[config.mk]
export PLATFORM = sky130hd
export DESIGN_NAME = ntc_connector_thermal_protect
export DESIGN_NICKNAME = d
export VERILOG_FILES = /design/src/rtl/ntc_pkg.sv /design/src/rtl/ntc_connector_thermal_protect.sv
export SDC_FILE = /design/constraint.sdc
export NUM_CORES = 1
export LEC_CHECK = 0
export ABC_AREA = 1
export BUFFER_PORTS_ARGS = -buffer_cell sky130_fd_sc_hd__buf_2
export CAP_MARGIN = 5
export CORE_AREA = 2 2 87 109
export CTS_CLUSTER_DIAMETER = 40
export DETAILED_ROUTE_END_ITERATION = 6
export DIE_AREA = 0 0 89 111
export GPL_TIMING_DRIVEN = 0
export PLACE_DENSITY = 0.9
export SETUP_SLACK_MARGIN = 0.02
export SKIP_CTS_REPAIR_TIMING = 1
export SYNTH_ARGS = -nofsm -noshare
export SYNTH_HDL_FRONTEND = slang
export SYNTH_SLANG_ARGS = --single-unit
[constraint.sdc]
create_clock -name i_clk -period 9.2 [get_ports i_clk]
set_clock_uncertainty 0.1 [all_clocks]
set_input_delay 0.92 -clock i_clk [delete_from_list [all_inputs] [get_ports i_clk]]
set_output_delay 0.92 -clock i_clk [all_outputs]
set_load 0.01 [all_outputs]
[src/rtl/ntc_pkg.sv]
// Package for the connector over-temperature guard.
// Holds the command, status and config-index codes, the fixed widths and the reset defaults; no dependencies.
package ntc_pkg;

    localparam int SAMPLE_BITS = 12;
    localparam int OFFSET_BITS = 8;
    localparam int SKIP_BITS   = 4;
    localparam int CFG_IDX_BITS = 2;

    localparam logic [SKIP_BITS-1:0] SKIP_SAMPLES = SKIP_BITS'(6);

    localparam logic [SAMPLE_BITS-1:0] RST_THR_LOW  = SAMPLE_BITS'(1800);
    localparam logic [SAMPLE_BITS-1:0] RST_THR_MID  = SAMPLE_BITS'(1200);
    localparam logic [SAMPLE_BITS-1:0] RST_THR_HIGH = SAMPLE_BITS'(900);
    localparam logic [OFFSET_BITS-1:0] RST_HYST     = OFFSET_BITS'(5);

    typedef enum logic [1:0] {
        CMD_SAMPLE      = 2'd0,
        CMD_ADAPTER_IN  = 2'd1,
        CMD_ADAPTER_OUT = 2'd2,
        CMD_UNUSED      = 2'd3
    } t_cmd;

    typedef enum logic [1:0] {
        ST_NONE       = 2'd0,
        ST_ON_CLOSED  = 2'd1,
        ST_OFF_OPEN   = 2'd2,
        ST_OFF_CLOSED = 2'd3
    } t_status;

    typedef enum logic [CFG_IDX_BITS-1:0] {
        CFG_THR_LOW  = 2'd0,
        CFG_THR_MID  = 2'd1,
        CFG_THR_HIGH = 2'd2,
        CFG_HYST     = 2'd3
    } t_cfg_idx;

endpackage

[src/rtl/ntc_connector_thermal_protect.sv]
// Top level of the connector over-temperature guard.
// Uses ntc_pkg for codes and widths.
//
// Usage:
//   Input channel (i_in_valid / o_in_ready) carries one item: a command
//   (NTC sample, adapter inserted, adapter removed), the NTC reading and
//   the adapter detect level. Each accepted item yields exactly one result
//   item on the output channel (o_out_valid / i_out_ready): status, MOSFET
//   drive, protection flag, connector-normal flag and a skipped-sample flag.
//   The result is written into the output register on the edge that
//   accepts the item. Throughput is one item per cycle while the receiver
//   takes each result; all decisions are a few 12-bit compares and one
//   saturating subtract ahead of the guard state and output registers.
//   When the receiver stalls, the result holds and o_in_ready drops only
//   while the output register is full and not being taken.
//   Synchronous reset (i_rst_n low) clears the guard state, the skip counter
//   and the output valid, and restores the threshold registers to defaults.
//   Threshold writes (i_cfg_we) take effect on the next edge; write only
//   while no item is in flight.
module ntc_connector_thermal_protect (
    input  logic                                 i_clk,
    input  logic                                 i_rst_n,
    input  logic                                 i_in_valid,
    output logic                                 o_in_ready,
    input  logic [1:0]                           i_command,
    input  logic [ntc_pkg::SAMPLE_BITS-1:0]      i_ntc_value,
    input  logic                                 i_adapter_present,
    output logic                                 o_out_valid,
    input  logic                                 i_out_ready,
    output logic [1:0]                           o_status,
    output logic                                 o_mosfet_open,
    output logic                                 o_protection_latched,
    output logic                                 o_connector_normal,
    output logic                                 o_sample_ignored,
    input  logic                                 i_cfg_we,
    input  logic [ntc_pkg::CFG_IDX_BITS-1:0]     i_cfg_index,
    input  logic [ntc_pkg::SAMPLE_BITS-1:0]      i_cfg_data
);
    import ntc_pkg::*;

    // configuration
    logic [SAMPLE_BITS-1:0] r_thr_low, r_thr_mid, r_thr_high;
    logic [OFFSET_BITS-1:0] r_hyst;

    // guard state
    logic                   r_protect, n_protect;
    t_status                r_saved, n_saved;
    t_status                r_live, n_live;
    logic [SKIP_BITS-1:0]   r_skip, n_skip;
    logic                   r_started, n_started;
    logic [SAMPLE_BITS-1:0] r_last, n_last;
    logic                   r_mos, n_mos;

    // output register
    logic                   r_out_valid;
    t_status                r_out_status;
    logic                   r_out_mos, r_out_prot, r_out_normal, r_out_ign;
    logic                   n_ignored, n_normal;

    logic                   accept;
    logic [SAMPLE_BITS-1:0] lowered;

    assign o_in_ready = !r_out_valid || i_out_ready;
    assign accept     = i_in_valid && o_in_ready;

    // saturating subtract of the hysteresis offset
    assign lowered = (i_ntc_value > SAMPLE_BITS'(r_hyst))
                   ? i_ntc_value - SAMPLE_BITS'(r_hyst) : '0;

    always_comb begin
        logic [SAMPLE_BITS-1:0] v;
        v         = i_ntc_value;
        n_protect = r_protect;
        n_saved   = r_saved;
        n_live    = r_live;
        n_skip    = r_skip;
        n_started = r_started;
        n_last    = r_last;
        n_mos     = r_mos;
        n_ignored = 1'b0;
        case (i_command)
            CMD_SAMPLE: begin
                n_last = i_ntc_value;
                if (r_skip != '0) begin
                    n_skip    = r_skip - SKIP_BITS'(1);
                    n_ignored = 1'b1;
                end else begin
                    if (i_ntc_value >= r_thr_low) begin
                        n_protect = 1'b0;
                        n_live    = i_adapter_present ? ST_ON_CLOSED : ST_NONE;
                    end else if (i_ntc_value >= r_thr_mid) begin
                        if (r_protect) begin
                            n_live = (r_saved == ST_OFF_CLOSED) ? ST_OFF_CLOSED : ST_OFF_OPEN;
                        end else if (i_adapter_present) begin
                            n_live = ST_ON_CLOSED;
                        end
                    end else begin
                        n_protect = 1'b1;
                        if (r_saved == ST_OFF_CLOSED) begin
                            n_live = ST_OFF_CLOSED;
                        end else begin
                            // already closed: judge the lowered reading and keep it
                            if (r_live == ST_OFF_CLOSED) begin
                                v      = lowered;
                                n_last = lowered;
                            end
                            n_live = (v < r_thr_mid && v >= r_thr_high)
                                   ? ST_OFF_OPEN : ST_OFF_CLOSED;
                        end
                    end
                    n_saved = n_live;
                    // only the two closed statuses pull the drive low
                    n_mos   = !(n_live == ST_OFF_CLOSED || n_live == ST_ON_CLOSED);
                end
            end
            CMD_ADAPTER_IN: begin
                if (!r_started) begin
                    n_skip    = SKIP_SAMPLES;
                    n_started = 1'b1;
                end
            end
            CMD_ADAPTER_OUT: begin
                if (!r_protect && (r_last >= r_thr_low || r_last < r_thr_high)) begin
                    n_protect = 1'b0;
                    n_mos     = 1'b0;
                    n_live    = ST_NONE;
                end
            end
            default: begin
            end
        endcase
        n_normal = !(n_live == ST_OFF_OPEN || n_live == ST_OFF_CLOSED) && !n_protect;
    end

    always_ff @(posedge i_clk) begin
        if (!i_rst_n) begin
            r_thr_low  <= RST_THR_LOW;
            r_thr_mid  <= RST_THR_MID;
            r_thr_high <= RST_THR_HIGH;
            r_hyst     <= RST_HYST;
        end else if (i_cfg_we) begin
            unique case (t_cfg_idx'(i_cfg_index))
                CFG_THR_LOW:  r_thr_low  <= i_cfg_data;
                CFG_THR_MID:  r_thr_mid  <= i_cfg_data;
                CFG_THR_HIGH: r_thr_high <= i_cfg_data;
                CFG_HYST:     r_hyst     <= i_cfg_data[OFFSET_BITS-1:0];
                default:      r_hyst     <= r_hyst;
            endcase
        end
    end

    always_ff @(posedge i_clk) begin
        if (!i_rst_n) begin
            r_protect   <= 1'b0;
            r_saved     <= ST_NONE;
            r_live      <= ST_NONE;
            r_skip      <= '0;
            r_started   <= 1'b0;
            r_last      <= '0;
            r_mos       <= 1'b0;
            r_out_valid <= 1'b0;
        end else begin
            if (accept) begin
                r_protect <= n_protect;
                r_saved   <= n_saved;
                r_live    <= n_live;
                r_skip    <= n_skip;
                r_started <= n_started;
                r_last    <= n_last;
                r_mos     <= n_mos;
            end
            if (accept) begin
                r_out_valid <= 1'b1;
            end else if (i_out_ready) begin
                r_out_valid <= 1'b0;
            end
        end
    end

    always_ff @(posedge i_clk) begin
        if (accept) begin
            r_out_status <= n_live;
            r_out_mos    <= n_mos;
            r_out_prot   <= n_protect;
            r_out_normal <= n_normal;
            r_out_ign    <= n_ignored;
        end
    end

    assign o_out_valid          = r_out_valid;
    assign o_status             = r_out_status;
    assign o_mosfet_open        = r_out_mos;
    assign o_protection_latched = r_out_prot;
    assign o_connector_normal   = r_out_normal;
    assign o_sample_ignored     = r_out_ign;

`ifndef SYNTHESIS
    // a latched guard always reports a charger-off status
    a_prot_status: assert property (@(posedge i_clk) disable iff (!i_rst_n)
        r_protect |-> (r_live == ST_OFF_OPEN || r_live == ST_OFF_CLOSED))
        else $error("protection latched with charger-on status");

    // closed statuses never drive the MOSFET open
    a_closed_drive: assert property (@(posedge i_clk) disable iff (!i_rst_n)
        (r_live == ST_ON_CLOSED || r_live == ST_OFF_CLOSED) |-> !r_mos)
        else $error("closed status with MOSFET open");

    a_open_drive: assert property (@(posedge i_clk) disable iff (!i_rst_n)
        (r_live == ST_OFF_OPEN) |-> r_mos)
        else $error("open status with MOSFET closed");

    // the skip counter is armed to its full count exactly once
    a_skip_arm: assert property (@(posedge i_clk) disable iff (!i_rst_n)
        $rose(r_started) |-> (r_skip == SKIP_SAMPLES))
        else $error("skip counter not armed on first insertion");

    // a reported result mirrors the stored guard state
    a_out_match: assert property (@(posedge i_clk) disable iff (!i_rst_n)
        accept |=> (o_status == r_live && o_protection_latched == r_protect
                    && o_mosfet_open == r_mos))
        else $error("result does not match guard state");
`endif

endmodule
==> flow_metrics.tcl, run 1 <==
set metrics [dict create \
    ant_nets 0 \
    gr-total-overflow 0 \
    clkLatencyLatePin_ns 0.34 \
    synth_seq_area_share 0.298 \
    switching_share 0.304 \
    cp_max_fo 6 \
    via_per_inst 5.90 \
    met1_usage 0.373 \
    p_per_area_nw_per_um2 161 \
    place_inst 863 \
    critPathRequiredTime_ns 9.20 \
    status "finished clean" \
    core_um2 8980 \
    antenna_found_initial 0 \
    pre_cts_ws_ns 4.66 \
    synth_fp_nets 814 \
    power_frac_comb 0.216 \
    vdd_drop_max_mv 0.121 \
    die_area_um2 9880 \
    avgSynthCellArea_um2 7.40 \
    clock-sinks 74 \
    p_int_uw 658 \
    fin_cells 878 \
    globalRouteMet2Util 0.526 \
    h-tree-depth 3 \
    startpoint_type "input port" \
    critical_path_arrival_ns 4.29 \
    drive_gt1_frac 0.127 \
    grt_max_degree 14 \
    cts.path.max_buffers 2 \
    initial_core_util 0.576 \
    r2r-start "r_hyst[0]" \
    power_frac_seq 0.374 \
    synthCells 699 \
    final_nets 866 \
    crit_type "input port to flip-flop" \
    clockRootBuffer "clkbuf_16" \
    dp_hpwl_um 11500 \
    grt_setup_unrepaired "no" \
    insertedDiodeCount 0 \
    final.setup.tns_ns 0 \
    path_clk_slew_ns 0.06 \
    grt_pass1_wl_um 24400 \
    top_usage_layer "met2" \
    synth_edf_count 6 \
    final_area_um2 5860 \
    synthDistinctLibCells 44 \
    fin_crit_ns 4.29 \
    fin_ws_ns 4.91 \
    clkPwrFrac 0.410 \
    fmax_ghz 0.233 \
    synthArstFlopShare 0 \
    synth_area_um2 5170 \
    area_growth_pct 13.3 \
    final_common_cell "nand2_1" \
    grt_pass1_vias 5134 \
    critPathCaptureType "flip-flop" \
    firstDrtPassIters 6 \
    ys.warnings.count 0 \
    place.gp.congestion 1.01 \
    finalSetupViolCount 0 \
    reg2reg_to "o_status[0]" \
    grt_usage 0.321 \
    hold_path_class "flip-flop to flip-flop" \
    cts_tree "built" \
    drtIter0Drc 418 \
    ys.flop_type "dfxtp_1" \
    die_y_um 111 \
    relSlewSlack 0.469 \
    numCtsBuffers 9 \
    maxCapViolations 0 \
    rrSetupSlack_ns 5.43 \
    maxSlewViolCount 0 \
    ios 42 \
    final-hold-violation-count 0 \
    drc 0 \
    routed_wl_um 15000 \
    startpoint "i_ntc_value[0]" \
    ys_seq_elements 74 \
    reg2reg_depth 22 \
    setup.worst_path.end "o_status[0]" \
    vias 5181 \
    fill_cells 769 \
    wl_per_cell_um 17.1 \
    layout_worst_path_cycle_share 0.466 \
    worstMarginPinSlew_ns 0.794 \
    p_switching_uw 287 \
    use_met3 0.0663 \
    layout_common_cells "nand2_1 (111), inv_1 (101), a21oi_1 (97)" \
    power_uw 945 \
    p_leak_nw 2.79 \
    num_rows 39 \
    die_w_um 89 \
    port_buffers 41 \
    seq_area_um2 1540 \
    place_area_um2 5530 \
    multi_input_area_um2 3140 \
]
worst min-delay path by stage:
| stage | startpoint | endpoint | slack, ns | depth (start not counted) |
|---|---|---|---|---|
| floorplan | r_skip[0] | r_skip[0] | 0.32 | 1 |
| global placement | r_skip[0] | r_skip[0] | 0.34 | 1 |
| detailed placement | r_skip[0] | r_skip[0] | 0.35 | 1 |
| CTS | r_skip[0] | r_skip[0] | 0.37 | 1 |
| global route | r_started | r_started | 0.40 | 2 |
| finish | r_skip[0] | r_skip[0] | 0.37 | 1 |
cell families (layout without fill, tap and decap cells):
group	Yosys count	after routing	share of synthesized area
AO/OA/AOI/OAI	197	197	0.213
flip-flops	74	74	0.298
XOR/XNOR	5	5	0.00847
adder cells (fa/ha/maj)	81	81	0.197
AND/OR/NAND/NOR	213	213	0.188
buffers and inverters	129	185	0.0953
sequential cells by signal, summed over array words and instances (netlist names):
signal                cells
o_connector_normal        1
o_mosfet_open             1
o_out_valid               1
o_protection_latched      1
o_sample_ignored          1
o_status                  2
r_hyst                    8
r_last                   12
r_live                    2
r_mos                     1
r_protect                 1
r_saved                   2
r_skip                    4
r_started                 1
r_thr_high               12
r_thr_low                12
r_thr_mid                12
power groups by stage:
stage	Combinational, mW	Clock, mW	Sequential, mW
after CTS	0.200	0.387	0.353
after global routing	0.229	0.400	0.355
after floorplan	0.135	0	0.359
after global placement	0.187	0	0.359
final	0.204	0.387	0.353
after detailed placement	0.196	0	0.360
critical path, cell delays in order:
cell and delay [ns]:
buf_2 0.10, inv_1 0.11, ha_1 0.25, fa_1 0.39
nand3b_1 0.18, nand2_2 0.14, nand2_1 0.09, nand2_2 0.08
nand2_1 0.08, nor2_2 0.13, inv_2 0.08, o22ai_1 0.32
ha_1 0.32, a21oi_1 0.14, o21a_1 0.15, o21ai_0 0.10
nand3_1 0.08, nand4_1 0.09, nor2_1 0.13, nand2_1 0.09
nand2_2 0.10, nand3_2 0.06, nand2_1 0.08, nand2_1 0.05
cells in the mapped netlist, types with 2 or more instances:
master,n,area (um2)
nand2_1,111,417
inv_1,101,379
a21oi_1,97,485
ha_1,80,1000
dfxtp_1,68,1360
o21ai_0,46,230
nor2_1,42,158
nand3_1,24,120
o211ai_1,16,120
inv_2,12,45.0
clkbuf_1,11,41.3
o21ai_1,10,50.1
nand4_1,7,43.8
edfxtp_1,6,180
a31oi_1,5,31.3
nand2_2,5,31.3
nor3_1,5,25.0
o22ai_1,5,31.3
a211oi_1,4,30.0
nand3_2,4,40.0
xor2_1,4,35.0
nor2_2,3,18.8
o31ai_1,3,22.5
a211oi_2,2,25.0
clkinv_1,2,7.51
nand2_4,2,22.5
nand3b_1,2,15.0
nand4_2,2,25.0
nor3_2,2,20.0
o21a_1,2,15.0
o21ai_2,2,17.5
or2_2,2,12.5
stage by stage:
stage	hold WS (ns)	utilization
2_1_floorplan	0.322	-
3_3_place_gp	0.340	0.616
3_5_place_dp	0.354	0.616
4_1_cts	0.366	0.653
5_1_grt	0.398	0.653
6_report	0.368	0.653
cell type report:
cell class / instances / area share
Clock buffer: 11 / 0.0470
Sequential cell: 74 / 0.263
Clock inverter: 4 / 0.00939
Buffer: 14 / 0.0105
Multi-Input combinational cell: 496 / 0.535
Tap cell: 123 / 0.0263
Inverter: 115 / 0.0737
Timing Repair Buffer: 41 / 0.0350
per-layer routing:
layer | part of all wire | routed length [um]
met2 | 0.47 | 7070
met1 | 0.37 | 5590
met4 | 0.071 | 1060
met5 | 0 | 0
met3 | 0.087 | 1310
(Power assumes the default switching activity.)
==> inputs of run 2 (changes only) <==
--- a/config.mk
+++ b/config.mk
@@ -5,15 +5,15 @@
 export SDC_FILE = /design/constraint.sdc
 export NUM_CORES = 1
 export LEC_CHECK = 0
-export ABC_AREA = 1
+export ABC_AREA = 0
 export BUFFER_PORTS_ARGS = -buffer_cell sky130_fd_sc_hd__buf_2
 export CAP_MARGIN = 5
-export CORE_AREA = 2 2 87 109
+export CORE_AREA = 2 2 91 115
 export CTS_CLUSTER_DIAMETER = 40
 export DETAILED_ROUTE_END_ITERATION = 6
-export DIE_AREA = 0 0 89 111
+export DIE_AREA = 0 0 93 117
 export GPL_TIMING_DRIVEN = 0
-export PLACE_DENSITY = 0.9
+export PLACE_DENSITY = 0.88
 export SETUP_SLACK_MARGIN = 0.02
 export SKIP_CTS_REPAIR_TIMING = 1
 export SYNTH_ARGS = -nofsm -noshare
==> constraint.sdc (replaced) <==
create_clock -name i_clk -period 3.7 [get_ports i_clk]
set_clock_uncertainty 0.1 [all_clocks]
set_input_delay 0.37 -clock i_clk [delete_from_list [all_inputs] [get_ports i_clk]]
set_output_delay 0.37 -clock i_clk [all_outputs]
set_load 0.01 [all_outputs]
==> flow_metrics.tcl, run 2 <==
set metrics [dict create \
    insertedDiodeCount 0 \
    p_per_area_nw_per_um2 372 \
    ys_top_cells_by_area "dfxtp_1 (26%), ha_1 (19%), nand2_1 (8.3%), a21boi_0 (4.7%), inv_1 (3.8%)" \
    p_leak_nw 2.61 \
    final_nets 826 \
    ys_seq_elements 74 \
    place_area_um2 5680 \
    grt_pass1_vias 5135 \
    dp_hpwl_um 12800 \
    layout_common_cells "nand2_1 (117), ha_1 (76), dfxtp_1 (65)" \
    layout_worst_path_cycle_share 1.19 \
    synthCells 652 \
    num_rows 41 \
    place.gp.congestion 0.977 \
    ios 42 \
    via_per_inst 6.32 \
    wl_per_cell_um 19.8 \
    cp_max_fo 6 \
    synthDistinctLibCells 59 \
    grt_pass1_wl_um 25200 \
    port_buffers 39 \
    die_y_um 117 \
    cts.path.max_buffers 2 \
    maxSlewViolCount 0 \
    synth_fp_nets 767 \
    antenna_found_initial 0 \
    multi_input_area_um2 3570 \
    synth_most_common_cell "nand2_1" \
    drive_gt1_frac 0.138 \
    synthArstFlopShare 0 \
    crit_type "flip-flop to flip-flop" \
    fin_crit_ns 4.41 \
    ant_nets 0 \
    clkLatencyLatePin_ns 0.34 \
    grt_max_degree 13 \
    final_common_cell "nand2_1" \
    critical_path_arrival_ns 4.40 \
    startpoint_type "flip-flop" \
    synth_seq_area_share 0.292 \
    critPathCaptureType "flip-flop" \
    hold_path_class "input port to flip-flop" \
    yosysTopAreaCellShare 0.257 \
    synth_common_cells "nand2_1 (117), ha_1 (80), dfxtp_1 (68)" \
    final.setup.tns_ns -3.26 \
    synth_edf_count 6 \
    drc 0 \
    routed_wl_um 16800 \
    die_w_um 93 \
    grt_usage 0.304 \
    initial_core_util 0.537 \
    fin_ws_ns -0.710 \
    cts_tree "built" \
    gr-total-overflow 0 \
    final_area_um2 6170 \
    vias 5338 \
    die_area_um2 10900 \
    h-tree-depth 3 \
    fmax_ghz 0.227 \
    hold_slack_ns 0.182 \
    failed_checks "negative setup slack" \
    yosys.area.top_type "dfxtp_1" \
    finalSetupViolCount 5 \
    firstDrtPassIters 6 \
    area_growth_pct 16.7 \
    vdd_drop_max_mv 0.222 \
    maxCapViolations 0 \
    final-hold-violation-count 0 \
    drtIter0Drc 419 \
    ys.flop_type "dfxtp_1" \
    clock-sinks 74 \
    critPathRequiredTime_ns 3.69 \
    worstMarginPinSlew_ns 1.04 \
    avgSynthCellArea_um2 8.11 \
    path_clk_slew_ns 0.06 \
    status "finished with violations" \
    numCtsBuffers 9 \
    rrSetupSlack_ns -0.71 \
    pre_cts_ws_ns -1.13 \
    ys.warnings.count 0 \
    core_um2 9850 \
    synth_area_um2 5290 \
    clockRootBuffer "clkbuf_16" \
    relSlewSlack 0.289 \
    seq_area_um2 1550 \
    grt_setup_unrepaired "yes" \
    fill_cells 841 \
]
[run 2: cell count changes after synthesis, sizes merged, moves of 12 or more]
cell / previous run / this run
a21boi: 1 / 33
nor2: 45 / 27
a21oi: 98 / 21
o21ai: 58 / 25
inv: 113 / 53
a21o: 0 / 12
[run 2: final cells by class]
| class | instances | area share |
|---|---|---|
| well taps | 129 | 0.0262 |
| repair buffers | 48 | 0.0426 |
| plain buffers | 24 | 0.0170 |
| inverters | 54 | 0.0329 |
| clock inverters | 3 | 0.00710 |
| flip-flops and latches | 74 | 0.251 |
| clock buffers | 13 | 0.0440 |
| multi-input cells | 500 | 0.579 |
[run 2: worst paths after layout]
path | startpoint | endpoint | cells past startpoint
max | r_hyst[1] | o_mosfet_open | 17
min | i_in_valid | o_out_valid | 3
max reg2reg | r_hyst[1] | o_mosfet_open | 17
min reg2reg | r_saved[0] | r_saved[0] | 2
[run 2: cell families (layout without fill, tap and decap cells)]
family	Yosys count	count (layout)	share of synthesized area
AO/OA/AOI/OAI	172	172	0.232
XOR/XNOR	6	6	0.00994
adder cells (fa/ha/maj)	81	81	0.193
buffers and inverters	78	142	0.0582
flip-flops	74	74	0.292
multiplexers	4	4	0.00852
AND/OR/NAND/NOR	237	237	0.207
[run 2: power breakdown]
group          internal (mW)  total [mW]  switching (mW)
combinational          0.188       0.491           0.304
clock                  0.583       0.931           0.348
sequential             0.847       0.871          0.0240
total                   1.62        2.29           0.676
[run 2: through the flow]
step	instances	utilization	power, mW
after global placement	820	0.576	1.31
after detailed placement	820	0.576	1.33
after floorplan	652	-	1.18
after global routing	845	0.626	2.36
final	845	0.626	2.29
after CTS	836	0.608	2.24
[run 2: routing by layer]
metal  wire length [um]  up-vias  global-route usage
met4                957        0               0.244
met2               8440      284               0.532
met1               6220     2491               0.324
met3               1160       75              0.0506
li1                   -     2488                   -
met5                  0        -                   0
[run 2: worst max-delay path, cell delays in order, from the launching register on]
cell and delay (ns):
dfxtp_4 0.37, inv_2 0.05, ha_4 0.21, nand2b_1 0.11, a21oi_2 0.09, o21a_1 0.23, o41a_1 0.42, a2111o_1 0.56
nor3_2 0.24, mux2_4 0.34, ha_4 0.27, nand4_1 0.18, nor2_2 0.21, o221ai_2 0.12, a31o_2 0.27, nand4_1 0.13
and3_4 0.21, o21ai_2 0.05
==> inputs of run 3 (changes only) <==
--- a/config.mk
+++ b/config.mk
@@ -8,12 +8,13 @@
 export ABC_AREA = 0
 export BUFFER_PORTS_ARGS = -buffer_cell sky130_fd_sc_hd__buf_2
 export CAP_MARGIN = 5
-export CORE_AREA = 2 2 91 115
+export CORE_AREA = 2 2 87 110
 export CTS_CLUSTER_DIAMETER = 40
 export DETAILED_ROUTE_END_ITERATION = 6
-export DIE_AREA = 0 0 93 117
+export DIE_AREA = 0 0 89 112
 export GPL_TIMING_DRIVEN = 0
-export PLACE_DENSITY = 0.88
+export PLACE_DENSITY = 0.91
+export REMOVE_ABC_BUFFERS = 1
 export SETUP_SLACK_MARGIN = 0.02
 export SKIP_CTS_REPAIR_TIMING = 1
 export SYNTH_ARGS = -nofsm -noshare
==> constraint.sdc (replaced) <==
create_clock -name i_clk -period 5.41 [get_ports i_clk]
set_clock_uncertainty 0.1 [all_clocks]
set_input_delay 0.541 -clock i_clk [delete_from_list [all_inputs] [get_ports i_clk]]
set_output_delay 0.541 -clock i_clk [all_outputs]
set_load 0.01 [all_outputs]
==> flow_metrics.tcl, run 3 (same netlist as run 2, synthesis figures left out) <==
set metrics [dict create \
    status "finished clean" \
    startpoint_type "input port" \
    layout_worst_path_cycle_share 0.888 \
    power_frac_seq 0.399 \
    path_clk_slew_ns 0.06 \
    via_per_inst 6.31 \
    die_w_um 89 \
    p_per_area_nw_per_um2 254 \
    rrSetupSlack_ns 0.73 \
    p_int_mw 1.05 \
    grt_pass1_vias 5251 \
    grt_max_degree 87 \
    h-tree-depth 3 \
    vdd_drop_max_mv 0.182 \
    maxCapViolations 0 \
    finalSetupViolCount 0 \
    ios 42 \
    crit_type "input port to flip-flop" \
    clkPwrFrac 0.398 \
    initial_core_util 0.589 \
    routed_wl_um 14500 \
    critical_path_arrival_ns 4.90 \
    p_leak_nw 2.53 \
    grt_pass1_wl_um 23900 \
    vias 5114 \
    area_growth_pct 11.4 \
    holdPathStages 3 \
    firstDrtPassIters 6 \
    reg2reg_depth 13 \
    cts_tree "built" \
    place_inst 794 \
    power_mw 1.50 \
    power_frac_comb 0.203 \
    clkLatencyLatePin_ns 0.35 \
    dp_hpwl_um 11100 \
    die_y_um 112 \
    worstMarginPinSlew_ns 1.34 \
    drc 0 \
    layout_common_cells "nand2_1 (117), ha_1 (80), dfxtp_1 (68)" \
    wl_per_cell_um 17.9 \
    cp_max_fo 11 \
    insertedDiodeCount 0 \
    final-hold-violation-count 0 \
    relSlewSlack 0.0962 \
    fmax_ghz 0.208 \
    final.setup.tns_ns 0 \
    critPathRequiredTime_ns 5.50 \
    maxSlewViolCount 0 \
    grt_usage 0.306 \
    ant_nets 0 \
    setup.worst_path.end "o_mosfet_open" \
    clockRootBuffer "clkbuf_16" \
    numCtsBuffers 9 \
    core_um2 8980 \
    drive_gt1_frac 0.103 \
    die_area_um2 9970 \
    clock-sinks 74 \
    hold_path_class "input port to flip-flop" \
    startpoint "i_ntc_value[0]" \
    fin_cells 811 \
    num_rows 39 \
    reg2reg_to "o_mosfet_open" \
    final_nets 798 \
    critPathCaptureType "flip-flop" \
    port_buffers 41 \
    fin_crit_ns 4.81 \
    drtIter0Drc 525 \
    gr-total-overflow 0 \
    grt_setup_unrepaired "no" \
    place.gp.congestion 0.959 \
    r2r-start "r_hyst[0]" \
    p_switching_uw 444 \
    cts.path.max_buffers 2 \
    antenna_found_initial 0 \
    fill_cells 761 \
    switching_share 0.297 \
    final_common_cell "nand2_1" \
]
## run 3: through the flow
stage,util,hold WS (ns),setup WS (ns),instance area (um2)
after floorplan,-,0.330,1.23,5180
after global placement,0.617,0.345,0.462,5540
after detailed placement,0.621,0.355,0.370,5570
after CTS,0.654,0.362,0.687,5870
after global routing,0.656,0.378,0.369,5890
final,0.656,0.351,0.604,5890
## run 3: power by group through the flow
stage / sequential (mW) / clock, mW / combinational [mW]
after floorplan: 0.605 / 0 / 0.187
after global placement: 0.606 / 0 / 0.273
after detailed placement: 0.607 / 0 / 0.292
after CTS: 0.595 / 0.599 / 0.295
after global routing: 0.599 / 0.623 / 0.336
final: 0.596 / 0.596 / 0.303
## run 3: worst min-delay path by stage
stage                             start            end  slack, ns
after floorplan              r_saved[0]     r_saved[0]       0.33
after global placement       r_saved[0]     r_saved[0]       0.34
after detailed placement     r_saved[0]     r_saved[0]       0.36
after CTS                    r_saved[0]     r_saved[0]       0.36
after global routing      i_cfg_data[8]  r_thr_high[8]       0.38
final                        i_in_valid    o_out_valid       0.35
## run 3: routing by layer
metal / up-vias / GRT usage / part of all wire
met5: - / 0 / 0
met1: 2400 / 0.349 / 0.38
met4: 0 / 0.184 / 0.052
met2: 228 / 0.513 / 0.50
li1: 2426 / - / -
met3: 60 / 0.0615 / 0.067
## run 3: cell type report
type / count / area (um2) / share of cell area
Tap cell: 123 / 154 / 0.0261
Multi-Input combinational cell: 500 / 3450 / 0.586
Timing Repair Buffer: 44 / 248 / 0.0421
Clock buffer: 9 / 225 / 0.0382
Inverter: 54 / 203 / 0.0344
Sequential cell: 74 / 1540 / 0.262
Clock inverter: 7 / 68.8 / 0.0117
## run 3: worst max-delay path: stages
cell,delay [ns]
buf_2,0.13
inv_1,0.09
ha_1,0.24
fa_1,0.40
or2b_1,0.26
a211oi_1,0.34
o21ai_0,0.55
o41ai_1,0.81
ha_1,0.37
a211o_1,0.28
a21oi_1,0.15
a31o_2,0.21
nand4_1,0.15
and3_1,0.23
o21ai_0,0.14
